===== src/sv/dbcs_pkg.sv =====
package dbcs_pkg;

  localparam int TABLE_ADDR_BITS = 16;
  localparam int CODE_BITS = 16;
  localparam int CFG_ADDR_BITS = 3;
  localparam int CFG_DATA_BITS = 32;

  // register index, taken from paddr above the byte offset
  localparam logic REG_CHARSET_MODE = 1'b0;

  typedef enum logic {
    OP_TEXT        = 1'b0,
    OP_TABLE_WRITE = 1'b1
  } opcode_t;

  typedef enum logic {
    CS_GBK  = 1'b0,
    CS_BIG5 = 1'b1
  } charset_t;

  localparam logic [7:0] GBK_LEAD_LO   = 8'd129;
  localparam logic [7:0] GBK_LEAD_HI   = 8'd254;
  localparam logic [7:0] GBK_TRAIL_LO  = 8'd64;
  localparam logic [7:0] GBK_TRAIL_HI  = 8'd254;
  localparam logic [7:0] GBK_TRAIL_GAP = 8'd127;
  localparam logic [7:0] B5_LEAD_LO    = 8'd161;
  localparam logic [7:0] B5_LEAD_HI    = 8'd249;
  localparam logic [7:0] B5_TRAIL1_LO  = 8'd64;
  localparam logic [7:0] B5_TRAIL1_HI  = 8'd126;
  localparam logic [7:0] B5_TRAIL2_LO  = 8'd161;
  localparam logic [7:0] B5_TRAIL2_HI  = 8'd254;
  localparam logic [7:0] ASCII_MAX     = 8'd127;

  localparam logic [CODE_BITS-1:0] UTF8_ONE_MAX = 16'd127;
  localparam logic [CODE_BITS-1:0] UTF8_TWO_MAX = 16'd2047;

  // one pending result run
  typedef struct packed {
    logic       lookup;
    logic [7:0] raw0;
    logic [7:0] raw1;
    logic [1:0] raw_count;
    logic       eot;
  } run_desc_t;

  function automatic logic is_lead(input logic [7:0] b, input logic mode);
    logic r;
    if (mode == CS_GBK) begin
      r = (b >= GBK_LEAD_LO) && (b <= GBK_LEAD_HI);
    end else begin
      r = (b >= B5_LEAD_LO) && (b <= B5_LEAD_HI);
    end
    return r;
  endfunction

  function automatic logic is_trail(input logic [7:0] b, input logic mode);
    logic r;
    if (mode == CS_GBK) begin
      r = (b >= GBK_TRAIL_LO) && (b <= GBK_TRAIL_HI) && (b != GBK_TRAIL_GAP);
    end else begin
      r = ((b >= B5_TRAIL1_LO) && (b <= B5_TRAIL1_HI)) ||
          ((b >= B5_TRAIL2_LO) && (b <= B5_TRAIL2_HI));
    end
    return r;
  endfunction

  function automatic logic [1:0] utf8_len(input logic [CODE_BITS-1:0] v);
    logic [1:0] n;
    if (v <= UTF8_ONE_MAX) begin
      n = 2'd1;
    end else if (v <= UTF8_TWO_MAX) begin
      n = 2'd2;
    end else begin
      n = 2'd3;
    end
    return n;
  endfunction

  function automatic logic [7:0] utf8_byte(input logic [CODE_BITS-1:0] v,
                                           input logic [1:0] k);
    logic [1:0] n;
    logic [7:0] r;
    n = utf8_len(v);
    r = v[7:0];
    if (n == 2'd2) begin
      r = (k == 2'd0) ? {3'b110, v[10:6]} : {2'b10, v[5:0]};
    end else if (n == 2'd3) begin
      case (k)
        2'd0:    r = {4'b1110, v[15:12]};
        2'd1:    r = {2'b10, v[11:6]};
        default: r = {2'b10, v[5:0]};
      endcase
    end
    return r;
  endfunction

endpackage


===== src/sv/dbcs_stream_if.sv =====


interface dbcs_out_if;
  logic       valid;
  logic       ready;
  logic [7:0] out_byte;
  logic       run_last;
  logic       text_done;

  modport source (output valid, out_byte, run_last, text_done, input ready);
  modport sink (input valid, out_byte, run_last, text_done, output ready);
endinterface


===== src/sv/dbcs_serializer.sv =====
module dbcs_serializer (
  input  logic                           clk,
  input  logic                           rst,
  input  logic                           desc_load,
  input  dbcs_pkg::run_desc_t            desc,
  input  logic [dbcs_pkg::CODE_BITS-1:0] rdata,
  output logic                           free,
  dbcs_out_if.source                     out_ch
);

  logic                s2_valid;
  dbcs_pkg::run_desc_t s2_desc;
  logic [1:0]          idx;
  logic [1:0]          run_len;
  logic [7:0]          cur_byte;
  logic                load;
  logic                last_load;
  logic                ovalid;
  logic [7:0]          obyte;
  logic                olast;
  logic                odone;

  assign run_len = s2_desc.lookup ? dbcs_pkg::utf8_len(rdata) : s2_desc.raw_count;

  always_comb begin
    if (s2_desc.lookup) begin
      cur_byte = dbcs_pkg::utf8_byte(rdata, idx);
    end else begin
      cur_byte = (idx == 2'd0) ? s2_desc.raw0 : s2_desc.raw1;
    end
  end

  assign load = s2_valid && (!ovalid || out_ch.ready);
  assign last_load = load && (idx == run_len - 2'd1);
  assign free = !s2_valid || last_load;

  always_ff @(posedge clk) begin
    if (rst) begin
      s2_valid <= 1'b0;
      idx <= '0;
    end else if (desc_load) begin
      s2_valid <= 1'b1;
      idx <= '0;
    end else if (last_load) begin
      s2_valid <= 1'b0;
    end else if (load) begin
      idx <= idx + 2'd1;
    end
  end

  always_ff @(posedge clk) begin
    if (desc_load) begin
      s2_desc <= desc;
    end
  end

  always_ff @(posedge clk) begin
    if (rst) begin
      ovalid <= 1'b0;
    end else if (load) begin
      ovalid <= 1'b1;
    end else if (out_ch.ready) begin
      ovalid <= 1'b0;
    end
  end

  always_ff @(posedge clk) begin
    if (load) begin
      obyte <= cur_byte;
      olast <= last_load;
      odone <= last_load && s2_desc.eot;
    end
  end

  assign out_ch.valid = ovalid;
  assign out_ch.out_byte = obyte;
  assign out_ch.run_last = olast;
  assign out_ch.text_done = odone;

  a_load_only_when_free: assert property (@(posedge clk) disable iff (rst)
    desc_load |-> free)
    else $error("run loaded over a busy one");

  a_idx_in_run: assert property (@(posedge clk) disable iff (rst)
    s2_valid |-> (idx < run_len))
    else $error("byte index past end of run");

  a_done_is_last: assert property (@(posedge clk) disable iff (rst)
    ovalid |-> (!odone || olast))
    else $error("text end flagged on inner byte");

  a_run_captured: assert property (@(posedge clk) disable iff (rst)
    desc_load |=> s2_valid && (idx == 2'd0))
    else $error("run not captured");

endmodule


===== src/flat_wrapper.sv =====
// flat-port wrapper written by rule: the top's interface ports become plain ports
module dbcs_serializer_flat 
  (clk, rst, desc_load, desc, rdata, free, out_ch_valid, out_ch_out_byte, out_ch_run_last, out_ch_text_done, out_ch_ready);
  dbcs_out_if out_ch_i ();
  input  logic clk;
  input  logic rst;
  input  logic desc_load;
  input  dbcs_pkg::run_desc_t desc;
  input  logic [dbcs_pkg::CODE_BITS-1:0] rdata;
  output logic free;
  output wire logic [$bits(out_ch_i.valid)-1:0] out_ch_valid;
  output wire logic [$bits(out_ch_i.out_byte)-1:0] out_ch_out_byte;
  output wire logic [$bits(out_ch_i.run_last)-1:0] out_ch_run_last;
  output wire logic [$bits(out_ch_i.text_done)-1:0] out_ch_text_done;
  input wire logic [$bits(out_ch_i.ready)-1:0] out_ch_ready;
  assign out_ch_valid = out_ch_i.valid;
  assign out_ch_out_byte = out_ch_i.out_byte;
  assign out_ch_run_last = out_ch_i.run_last;
  assign out_ch_text_done = out_ch_i.text_done;
  assign out_ch_i.ready = out_ch_ready;
  dbcs_serializer u_core (.clk(clk), .rst(rst), .desc_load(desc_load), .desc(desc), .rdata(rdata), .free(free), .out_ch(out_ch_i));
endmodule

===== config.mk =====
export PLATFORM = sky130hd
export DESIGN_NAME = dbcs_serializer_flat
export DESIGN_NICKNAME = d
export VERILOG_FILES = /design/src/sv/dbcs_pkg.sv /design/src/sv/dbcs_stream_if.sv /design/src/sv/dbcs_serializer.sv /design/src/flat_wrapper.sv
export SDC_FILE = /design/constraint.sdc
export NUM_CORES = 1
export LEC_CHECK = 0
export ABC_AREA = 1
export BUFFER_PORTS_ARGS = -buffer_cell sky130_fd_sc_hd__buf_2
export CELL_PAD_IN_SITES_DETAIL_PLACEMENT = 1
export CELL_PAD_IN_SITES_GLOBAL_PLACEMENT = 1
export CORE_MARGIN = 2
export CORE_UTILIZATION = 39
export CTS_BUF_LIST = sky130_fd_sc_hd__clkbuf_8
export CTS_CLUSTER_DIAMETER = 200
export CTS_CLUSTER_SIZE = 16
export DETAILED_ROUTE_END_ITERATION = 8
export PLACE_DENSITY = 0.79
export SETUP_SLACK_MARGIN = 0.4
export SLEW_MARGIN = 20
export SYNTH_ARGS = -nofsm -noshare
export SYNTH_HDL_FRONTEND = slang
export SYNTH_SLANG_ARGS = --single-unit

===== constraint.sdc =====
create_clock -name clk -period 2.1 [get_ports clk]
set_input_delay 0.315 -clock clk [delete_from_list [all_inputs] [get_ports clk]]
set_output_delay 0.315 -clock clk [all_outputs]
set_load 0.03 [all_outputs]

==> flow_summary.yaml <==
sta:
  layout_min_cycle_time_ps: 1930
  worst_pin_slew_ps: 479
  setup_repair_after_global_routing_missed_its_margin: "true"
  timing.setup.tns_ps: 0
  skew_final_ps: 6.69
  report.final.slew_viol_count: 0
  max_slew_margin_pct: 68.1
  setup_violations: 0
  layout_setup_ws_ps: 167
  hold_viol_final: 0
  fmax_ghz: 0.517
  timing.final.crit_share_pct: 92.1
run:
  drv_cap: 0
worst_setup_path:
  worst_r2r_startpoint: "u_core.idx[1]"
  reg2reg_setup_slack_ps: 530
  ff2ff_path_depth: 9
  worst-setup-path-type: "reg -> out"
  critPathLaunchType: "flop"
  critPathRequiredTime_ps: 1780
  regToRegEndpoint: "u_core.out_ch.out_byte[5]"
  worst_ep_arrival_time_ps: 1620
  setup.worst_path.end_class: "output pin"
  crit_path_max_fanout: 4
pwr:
  internal-power_mw: 1.15
  power_leakage_nw: 0.953
  peak_ir_drop_on_the_vdd_network_mv: 0.490
  power_switching_share_pct: 28.1
  post-layout-total-power_mw: 1.60
  net_switching_power_mw: 0.450
  sequentialPowerShare_pct: 51.2
  clkPwrFrac_pct: 28.7
  power_density_nw_per_um2: 724
  power.combinational.fraction_pct: 20.0
global_routing:
  grt_pass1_wl_mm: 7.37
  first_global_vias: 1563
  globalRoute.totalOverflow: 0
  grtUsageMet2_pct: 34.3
  grt_max_degree: 23
  grt-busiest-layer: "met2"
  antenna_found_initial: 0
  global_route.usage.met1_pct: 24.2
  grt_use_total_pct: 19.8
  grtUsageMet3_pct: 3.49
layout:
  area_growth_syn_to_layout_pct: 33.3
  insertedDiodeCount: 0
  filler_cell_count: 496
  layout-drive-gt1-share_pct: 42.9
  stdcell_count: 281
  fin_area_um2: 2210
  fin_nets: 272
floorplan:
  fp.dieW_um: 69.2
  core.rowCount: 23
  floorplan.die.height_um: 69.2
  floorplan.io_pins: 52
  floorplan.die_area_um2: 4790
  fp.coreArea_um2: 4060
  initial_core_utilization_pct: 40.9
route:
  drt-vias-per-instance: 5.11
  post_drt_wl_per_cell_um: 16.4
  drtPass1Iterations: 4
  drt_drc_violations_left: 0
  totalWireLength_mm: 4.61
  vias: 1435
  drtAntennaViolNets: 0
  drt_iter0_markers: 57
synth:
  number_of_warnings_reported_in_the_yosys_synthesis_log: 0
  syn_area_um2: 1660
  yosys_most_used_dff: "edfxtp_1"
  yosys-top-cells-area: "edfxtp_1 (54%), o21ai_0 (5.7%), nand2_1 (5.4%), dfxtp_1 (4.8%), inv_1 (4.8%)"
  yosysSeqAreaShare_pct: 59.1
  synth_enable_flop_cells: 30
  yosys_register_bits: 34
  yosysMostFrequentCell: "edfxtp_1"
  post-synth-top-area-cell: "edfxtp_1"
  netlist_instances: 164
  ys_types: 26
  ys_async_sr_fraction_pct: 0
  synth_area_per_cell_um2: 10.1
  ys_top_cells_by_count: "edfxtp_1 (30), nand2_1 (24), inv_1 (21)"
  postSynthNetCount: 206
  yosysTopAreaCellShare_pct: 54.3
hold_path:
  hold_class: "in -> reg"
  holdPathEnd: "u_core.s2_desc[16]"
  min-delay-start: "desc[16]"
  worst_hold_path.num_cells: 1
clock_tree:
  numCtsBuffers: 5
  cts_tree: "yes"
  cts_sinks: 34
  clock_tree.buffer_depth: 2
  hold_buffers: 0
  clkLatencyLatePin_ps: 280
  clk_pin_slew_worst_paths_ps: 70
  clk_root_buffer_cell: "clkbuf_8"
  clock_tree.htree_level_count: 2
status:
  outcome: "finished, final reports clean"
placement:
  placed_area_um2: 1990
  pre_cts_ws_ps: 231
  dp_hpwl_mm: 3.29
  port_buffer_cells: 51
  placed_cells: 265
  finalWeightedCongestion: 0.802
==> layout make-up <==
type / count / area, µm² / area share (%)
Clock buffer: 5 / 68.8 / 3.11
Inverter: 22 / 90.1 / 4.07
Tap cell: 50 / 62.6 / 2.83
Multi-Input combinational cell: 104 / 616 / 27.8
Sequential cell: 34 / 988 / 44.7
Timing Repair Buffer: 63 / 370 / 16.7
Clock inverter: 3 / 16.3 / 0.735
==> metal layers <==
layer | wire, µm | up-vias
met5 | 0 | -
met4 | 82 | 0
met3 | 165 | 7
met2 | 2450 | 36
met1 | 1910 | 696
li1 | - | 696
==> power groups by stage <==
stage / clock network (mW) / logic, mW / registers [mW]
after floorplan: 0 / 0.132 / 0.862
after global placement: 0 / 0.267 / 0.831
after detailed placement: 0 / 0.277 / 0.835
after CTS: 0.469 / 0.304 / 0.820
after global routing: 0.493 / 0.351 / 0.824
final: 0.460 / 0.321 / 0.820
==> through the flow <==
step	hold WS [ps]	util [%]
2_1_floorplan	377	-
3_3_place_gp	469	48.9
3_5_place_dp	494	48.9
4_1_cts	197	53.3
5_1_grt	191	54.5
6_report	202	54.5
==> flip-flops by register name, summed over array words and instances (netlist names) <==
name / count
u_core.out_ch.run_last: 1
u_core.out_ch.valid: 1
u_core.out_ch.text_done: 1
u_core.idx: 2
u_core.s2_desc: 20
u_core.out_ch.out_byte: 8
u_core.s2_valid: 1
==> cell families after synthesis <==
kind of cell	Yosys count	synth area share (%)
flip-flops	34	59.1
AO/OA/AOI/OAI	41	14.2
adder cells (fa/ha/maj)	2	1.51
AND/OR/NAND/NOR	60	18.3
multiplexers	1	0.603
buffers and inverters	26	6.26
==> what timing repair did <==
action,CTS,global route
endpoints found under the setup margin,6,8
pin swaps,3,2
gates cloned,0,0
buffers inserted,6,2
resized for setup,15,13
==> worst max-delay path, cell delays in order, from the launching register on <==
cell	delay (ps)
edfxtp_1	480
or2_4	290
nand3_2	110
nand2_2	70
nand2_2	90
nand3_4	90
nand2_4	90
buf_6	120
==> how the worst max path moves through the flow <==
stage | start | endpoint
final | u_core.s2_desc[19] | free
after global routing | u_core.s2_desc[19] | free
after CTS | u_core.s2_desc[19] | free
after detailed placement | rdata[12] | free
after global placement | rdata[12] | free
after floorplan | u_core.idx[0] | u_core.out_ch.out_byte[6]
==> cell usage in the layout (no fill, tap or decap), types with 2 or more instances in the layout <==
| cell type | count |
|---|---|
| buf_6 | 2 |
| inv_2 | 3 |
| buf_2 | 50 |
| o21ai_0 | 17 |
| clkbuf_8 | 5 |
| inv_1 | 16 |
| nand2_2 | 8 |
| nand2_1 | 24 |
| nand3_2 | 3 |
| a211oi_1 | 4 |
| a21oi_1 | 8 |
| nand3_1 | 4 |
| buf_4 | 9 |
| o21ai_1 | 2 |
| o22ai_1 | 5 |
| buf_8 | 2 |
| nor2_4 | 2 |
| nor2_1 | 14 |
| nand3_4 | 2 |
| inv_4 | 3 |
| dfxtp_4 | 2 |
| dfxtp_1 | 2 |
| edfxtp_1 | 30 |
No activity file was read; power rests on OpenSTA's default activity.
