**config.mk**
```make
export PLATFORM = sky130hd
export DESIGN_NAME = dbcs_front_flat
export DESIGN_NICKNAME = d
export VERILOG_FILES = /design/src/sv/dbcs_pkg.sv /design/src/sv/dbcs_stream_if.sv /design/src/sv/dbcs_front.sv /design/src/flat_wrapper.sv
export SDC_FILE = /design/constraint.sdc
export NUM_CORES = 1
export LEC_CHECK = 0
export BUFFER_PORTS_ARGS = -buffer_cell sky130_fd_sc_hd__buf_4
export CAP_MARGIN = 10
export CORE_ASPECT_RATIO = 1.75
export CORE_MARGIN = 3
export CORE_UTILIZATION = 35
export DETAILED_ROUTE_END_ITERATION = 8
export PLACE_DENSITY = 0.86
export SYNTH_ARGS = -nofsm -noshare
export SYNTH_HDL_FRONTEND = slang
export SYNTH_SLANG_ARGS = --single-unit
```
**constraint.sdc**
```tcl
create_clock -name clk -period 3.31 [get_ports clk]
set_clock_uncertainty 0.05 [all_clocks]
set_input_delay 0.1655 -clock clk [delete_from_list [all_inputs] [get_ports clk]]
set_output_delay 0.1655 -clock clk [all_outputs]
set_load 0.005 [all_outputs]
```
**src/sv/dbcs_pkg.sv**
```systemverilog
package dbcs_pkg;

  localparam int TABLE_ADDR_BITS = 16;
  localparam int CODE_BITS = 16;
  localparam int CFG_ADDR_BITS = 3;
  localparam int CFG_DATA_BITS = 32;

  // register index, taken from paddr above the byte offset
  localparam logic REG_CHARSET_MODE = 1'b0;

  typedef enum logic {
    OP_TEXT        = 1'b0,
    OP_TABLE_WRITE = 1'b1
  } opcode_t;

  typedef enum logic {
    CS_GBK  = 1'b0,
    CS_BIG5 = 1'b1
  } charset_t;

  localparam logic [7:0] GBK_LEAD_LO   = 8'd129;
  localparam logic [7:0] GBK_LEAD_HI   = 8'd254;
  localparam logic [7:0] GBK_TRAIL_LO  = 8'd64;
  localparam logic [7:0] GBK_TRAIL_HI  = 8'd254;
  localparam logic [7:0] GBK_TRAIL_GAP = 8'd127;
  localparam logic [7:0] B5_LEAD_LO    = 8'd161;
  localparam logic [7:0] B5_LEAD_HI    = 8'd249;
  localparam logic [7:0] B5_TRAIL1_LO  = 8'd64;
  localparam logic [7:0] B5_TRAIL1_HI  = 8'd126;
  localparam logic [7:0] B5_TRAIL2_LO  = 8'd161;
  localparam logic [7:0] B5_TRAIL2_HI  = 8'd254;
  localparam logic [7:0] ASCII_MAX     = 8'd127;

  localparam logic [CODE_BITS-1:0] UTF8_ONE_MAX = 16'd127;
  localparam logic [CODE_BITS-1:0] UTF8_TWO_MAX = 16'd2047;

  // one pending result run
  typedef struct packed {
    logic       lookup;
    logic [7:0] raw0;
    logic [7:0] raw1;
    logic [1:0] raw_count;
    logic       eot;
  } run_desc_t;

  function automatic logic is_lead(input logic [7:0] b, input logic mode);
    logic r;
    if (mode == CS_GBK) begin
      r = (b >= GBK_LEAD_LO) && (b <= GBK_LEAD_HI);
    end else begin
      r = (b >= B5_LEAD_LO) && (b <= B5_LEAD_HI);
    end
    return r;
  endfunction

  function automatic logic is_trail(input logic [7:0] b, input logic mode);
    logic r;
    if (mode == CS_GBK) begin
      r = (b >= GBK_TRAIL_LO) && (b <= GBK_TRAIL_HI) && (b != GBK_TRAIL_GAP);
    end else begin
      r = ((b >= B5_TRAIL1_LO) && (b <= B5_TRAIL1_HI)) ||
          ((b >= B5_TRAIL2_LO) && (b <= B5_TRAIL2_HI));
    end
    return r;
  endfunction

  function automatic logic [1:0] utf8_len(input logic [CODE_BITS-1:0] v);
    logic [1:0] n;
    if (v <= UTF8_ONE_MAX) begin
      n = 2'd1;
    end else if (v <= UTF8_TWO_MAX) begin
      n = 2'd2;
    end else begin
      n = 2'd3;
    end
    return n;
  endfunction

  function automatic logic [7:0] utf8_byte(input logic [CODE_BITS-1:0] v,
                                           input logic [1:0] k);
    logic [1:0] n;
    logic [7:0] r;
    n = utf8_len(v);
    r = v[7:0];
    if (n == 2'd2) begin
      r = (k == 2'd0) ? {3'b110, v[10:6]} : {2'b10, v[5:0]};
    end else if (n == 2'd3) begin
      case (k)
        2'd0:    r = {4'b1110, v[15:12]};
        2'd1:    r = {2'b10, v[11:6]};
        default: r = {2'b10, v[5:0]};
      endcase
    end
    return r;
  endfunction

endpackage

```
**src/sv/dbcs_stream_if.sv**
```systemverilog
interface dbcs_in_if;
  logic        valid;
  logic        ready;
  logic        opcode;
  logic [7:0]  in_byte;
  logic        end_of_text;
  logic [15:0] table_index;
  logic [15:0] table_value;

  modport source (output valid, opcode, in_byte, end_of_text, table_index, table_value,
                  input ready);
  modport sink (input valid, opcode, in_byte, end_of_text, table_index, table_value,
                output ready);
endinterface


```
**src/sv/dbcs_front.sv**
```systemverilog
module dbcs_front (
  input  logic                                clk,
  input  logic                                rst,
  dbcs_in_if.sink                             in_ch,
  input  logic                                charset_mode,
  input  logic                                take,
  output logic                                ram_we,
  output logic [dbcs_pkg::TABLE_ADDR_BITS-1:0] ram_waddr,
  output logic [dbcs_pkg::CODE_BITS-1:0]      ram_wdata,
  output logic                                ram_re,
  output logic [dbcs_pkg::TABLE_ADDR_BITS-1:0] ram_raddr,
  output logic                                desc_load,
  output dbcs_pkg::run_desc_t                 desc
);

  logic       held_valid;
  logic [7:0] held_lead;
  logic       held_valid_next;
  logic [7:0] held_lead_next;
  logic       accept;
  logic       text;
  logic       pair;
  logic       capture;
  logic [15:0] pair_code;

  assign in_ch.ready = take;
  assign accept = in_ch.valid && take;
  assign text = accept && (in_ch.opcode == dbcs_pkg::OP_TEXT);

  assign pair = held_valid && dbcs_pkg::is_trail(in_ch.in_byte, charset_mode);
  assign capture = (in_ch.in_byte > dbcs_pkg::ASCII_MAX) &&
                   dbcs_pkg::is_lead(in_ch.in_byte, charset_mode) && !in_ch.end_of_text;
  assign pair_code = {held_lead, in_ch.in_byte};

  assign ram_we = accept && (in_ch.opcode == dbcs_pkg::OP_TABLE_WRITE);
  assign ram_waddr = in_ch.table_index[dbcs_pkg::TABLE_ADDR_BITS-1:0];
  assign ram_wdata = in_ch.table_value;
  assign ram_re = text && pair;
  assign ram_raddr = pair_code[dbcs_pkg::TABLE_ADDR_BITS-1:0];

  always_comb begin
    held_valid_next = held_valid;
    held_lead_next = held_lead;
    desc.lookup = pair;
    desc.raw0 = held_valid ? held_lead : in_ch.in_byte;
    desc.raw1 = in_ch.in_byte;
    desc.raw_count = {1'b0, held_valid} + {1'b0, !capture};
    desc.eot = in_ch.end_of_text;
    desc_load = 1'b0;
    if (text) begin
      if (pair) begin
        desc_load = 1'b1;
        held_valid_next = 1'b0;
        held_lead_next = '0;
      end else begin
        desc_load = held_valid || !capture;
        held_valid_next = capture;
        held_lead_next = capture ? in_ch.in_byte : '0;
      end
    end
  end

  always_ff @(posedge clk) begin
    if (rst) begin
      held_valid <= 1'b0;
      held_lead <= '0;
    end else begin
      held_valid <= held_valid_next;
      held_lead <= held_lead_next;
    end
  end

  a_write_no_run: assert property (@(posedge clk) disable iff (rst)
    ram_we |-> !desc_load && !ram_re && (held_valid_next == held_valid) &&
               (held_lead_next == held_lead))
    else $error("table write started a run");

  a_held_after_capture: assert property (@(posedge clk) disable iff (rst)
    (text && !pair && capture) |=> held_valid)
    else $error("lead byte not held");

endmodule

```
**src/flat_wrapper.sv**
```systemverilog
// flat-port wrapper written by rule: the top's interface ports become plain ports
module dbcs_front_flat 
  (clk, rst, charset_mode, take, ram_we, ram_waddr, ram_wdata, ram_re, ram_raddr, desc_load, desc, in_ch_valid, in_ch_opcode, in_ch_in_byte, in_ch_end_of_text, in_ch_table_index, in_ch_table_value, in_ch_ready);
  dbcs_in_if in_ch_i ();
  input  logic clk;
  input  logic rst;
  input  logic charset_mode;
  input  logic take;
  output logic ram_we;
  output logic [dbcs_pkg::TABLE_ADDR_BITS-1:0] ram_waddr;
  output logic [dbcs_pkg::CODE_BITS-1:0] ram_wdata;
  output logic ram_re;
  output logic [dbcs_pkg::TABLE_ADDR_BITS-1:0] ram_raddr;
  output logic desc_load;
  output dbcs_pkg::run_desc_t desc;
  input wire logic [$bits(in_ch_i.valid)-1:0] in_ch_valid;
  input wire logic [$bits(in_ch_i.opcode)-1:0] in_ch_opcode;
  input wire logic [$bits(in_ch_i.in_byte)-1:0] in_ch_in_byte;
  input wire logic [$bits(in_ch_i.end_of_text)-1:0] in_ch_end_of_text;
  input wire logic [$bits(in_ch_i.table_index)-1:0] in_ch_table_index;
  input wire logic [$bits(in_ch_i.table_value)-1:0] in_ch_table_value;
  output wire logic [$bits(in_ch_i.ready)-1:0] in_ch_ready;
  assign in_ch_i.valid = in_ch_valid;
  assign in_ch_i.opcode = in_ch_opcode;
  assign in_ch_i.in_byte = in_ch_in_byte;
  assign in_ch_i.end_of_text = in_ch_end_of_text;
  assign in_ch_i.table_index = in_ch_table_index;
  assign in_ch_i.table_value = in_ch_table_value;
  assign in_ch_ready = in_ch_i.ready;
  dbcs_front u_core (.clk(clk), .rst(rst), .in_ch(in_ch_i), .charset_mode(charset_mode), .take(take), .ram_we(ram_we), .ram_waddr(ram_waddr), .ram_wdata(ram_wdata), .ram_re(ram_re), .ram_raddr(ram_raddr), .desc_load(desc_load), .desc(desc));
endmodule
```
==> summary.txt <==
Max Root-Sink Buffers: 2
htree depth: 1
initial antenna violation count: 0
vias: 788
met1 Usage GRT: 14.1%
post-DP HPWL: 1.90 mm
Core Area: 2580 um2
global routing usage on met3: 3.07%
post-synth top area share: 39.4%
worst skew pair latency: 0.23 ns
hold wc startpoint: in_ch_in_byte[3]
Worst Hold Depth: 2
I/O Buffers: 54
VDD IR-drop max: 0.201 mV
Slew Limit Fails: 0
Syn Nets: 163
Slew @ Worst Pin: 0.577 ns
die area: 3470 um2
DRT Wirelength: 2.44 mm
#FFs+latches synth: 9
RSZ-0062 raised after global routing: no
power share of the clock group: 39.3%
WHS: 0.168 ns
logic gate share of total power: 26.0%
layout cells sized above 1: 56.3%
Syn-to-layout area delta: 9.52%
Worst Path Max Fanout: 10
Switching Share: 25.5%
GR peak layer: met2
final hold violation count: 0
Tmin final: 2.03 ns
Root Buffer: clkbuf_8
gr usage total: 14.6%
routing usage on met2: 24.5%
DRC: 0
reg2reg setup slack: 1.72 ns
Pint: 0.241 mW
Crit. End Element: output pin
top_reg_cell synth: dfxtp_1
post-synthesis cell count: 114
largest net degree at the start of global routing: 14
DR WL/cell: 16.8 um
Tcrit/Tclk final: 61.4%
top cells by count, synth: buf_4 (51), dfxtp_1 (9), a22o_1 (7), mux2_2 (7), nor2_1 (5)
antenna cells: 0
worst path arrival time: 1.82 ns
DIE HEIGHT: 75.7 um
Cell Rows: 24
initial DRC count: 31
Synth Cell Area: 972 um2
Post-synth EDFFs: 0
first drt pass iteration count: 4
fin nets: 169
P_leak: 0.526 nW
Post-CTS Setup Bufs: 0
# clock sinks: 9
Min-Delay Endpoint: u_core.held_lead[3]$_SDFFE_PP0P_
hold buffers post-CTS: 0
vias per cell: 5.43
first-pass GRT wire length: 3.69 mm
CTS tree: built
vias in the first global route: 786
max cap viols: 0
Top-Level Pins: 119
FF-to-FF path depth: 3
clock slew at reported path FFs: 0.04 ns
worst rel slew slack: 61.5%
R2R Path End: u_core.held_lead[0]$_SDFFE_PP0P_
type of origin of the critical path: input port
grt ovf: 0
Crit Path Class: in2out
Placer Congestion: 0.706
sequential fraction of the synthesis area: 18.5%
endpoints failing setup: 0
worst reg2reg startpoint: u_core.held_valid$_SDFFE_PP0P_
Cell variety after synth: 28
main area contributors after synthesis: buf_4 (39%), dfxtp_1 (19%), mux2_2 (8.1%)
most numerous cell in the Yosys netlist: buf_4
Reg power frac: 34.7%
Switch Pwr: 0.0824 mW
status: finished clean
Mean Syn Cell Area: 8.53 um2
power density over cell area: 304 nW/um2
Async S/R FF share, synth: 0%
TritonCTS Buffers: 3
ANT nets after route: 0
Die Wd: 45.8 um
Layout fillers: 263
Post-CTS Resized: 0
worst path required time: 3.09 ns
Critical Path Start: in_ch_in_byte[6]
number of synthesis warnings: 0
Yosys top cell by area: buf_4
worst min-delay path category: in2reg
Starting Density: 37.6%
Fmax achieved: 492 MHz
TNS Setup: 0 ns
==> cell families (layout without fill, tap and decap cells) <==
| logic type | after synthesis | count (layout) | share of synthesized area, % |
|---|---|---|---|
| multiplexers | 7 | 7 | 8.11 |
| buffers and inverters | 57 | 62 | 41.7 |
| AO/OA/AOI/OAI | 20 | 20 | 17.6 |
| flip-flops | 9 | 9 | 18.5 |
| AND/OR/NAND/NOR | 19 | 19 | 11.5 |
| adder cells (fa/ha/maj) | 2 | 2 | 2.57 |
==> how the worst max path moves through the flow <==
| stage | end | slack, ns | depth (start not counted) |
|---|---|---|---|
| global route | desc[1] | 1.12 | 7 |
| CTS | desc[1] | 1.26 | 7 |
| detailed placement | u_core.held_lead[1]$_SDFFE_PP0P_ | 1.24 | 6 |
| finish | desc[1] | 1.28 | 7 |
| floorplan | u_core.held_lead[0]$_SDFFE_PP0P_ | 1.65 | 5 |
| global placement | desc[1] | 1.39 | 7 |
==> metrics by stage <==
| stage | total power, mW | cells | instance area, um2 | worst slack (ns) | util [%] |
|---|---|---|---|---|---|
| 2_1_floorplan | 0.186 | 114 | 972 | 1.65 | - |
| 3_3_place_gp | 0.196 | 141 | 1020 | 1.39 | 39.5 |
| 3_5_place_dp | 0.198 | 141 | 1020 | 1.24 | 39.5 |
| 4_1_cts | 0.327 | 145 | 1060 | 1.26 | 41.2 |
| 5_1_grt | 0.339 | 145 | 1060 | 1.12 | 41.2 |
| 6_report | 0.323 | 145 | 1060 | 1.28 | 41.2 |
==> state kept, by name, summed over array words and instances (netlist names) <==
signal / flops
u_core.held_lead: 8
u_core.held_valid: 1
==> critical path: stages <==
cell	delay, ns
buf_4	0.15
nor4_2	0.41
a2111oi_1	0.14
a22oi_1	0.42
inv_1	0.08
ha_1	0.30
buf_4	0.15
==> layer usage <==
layer | vias to the layer above | share of wire (%)
met3 | 19 | 12
li1 | 354 | -
met1 | 360 | 32
met2 | 55 | 52
met5 | - | 0
met4 | 0 | 4.1
==> placed cells by master (no fill, tap or decap) <==
master and count:
a2111oi_1 1, a2111oi_4 1, a211oi_1 1, a21o_1 2, a21oi_1 1, a22o_1 7, a22oi_1 1, a31o_1 1
a31oi_1 1, and3_1 3, and4_2 1, buf_4 54, clkbuf_1 1, clkbuf_8 3, dfxtp_1 9, ha_1 2
inv_1 4, mux2_2 7, nand2_1 2, nand3_1 2, nand3b_1 2, nor2_1 5, nor2b_1 1, nor3_1 1
nor4_2 1, o21a_1 1, o21ai_0 3, or2b_1 1
==> area by class of cell <==
cell class                 instances  area [um2]  area share (%)
multi-input combinational         48         387            36.3
timing repair buffer              54         405            38.1
clock buffer                       4        45.0            4.23
inverter                           4        15.0            1.41
tap                               26        32.5            3.06
sequential                         9         180            16.9
==> power groups by stage <==
| stage | combinational (mW) | sequential (mW) | clock [mW] |
|---|---|---|---|
| after global placement | 0.0820 | 0.114 | 0 |
| after floorplan | 0.0731 | 0.113 | 0 |
| after global routing | 0.0915 | 0.112 | 0.136 |
| final | 0.0841 | 0.112 | 0.127 |
| after CTS | 0.0847 | 0.112 | 0.131 |
| after detailed placement | 0.0843 | 0.114 | 0 |
Power figures use the tool's default switching activity.
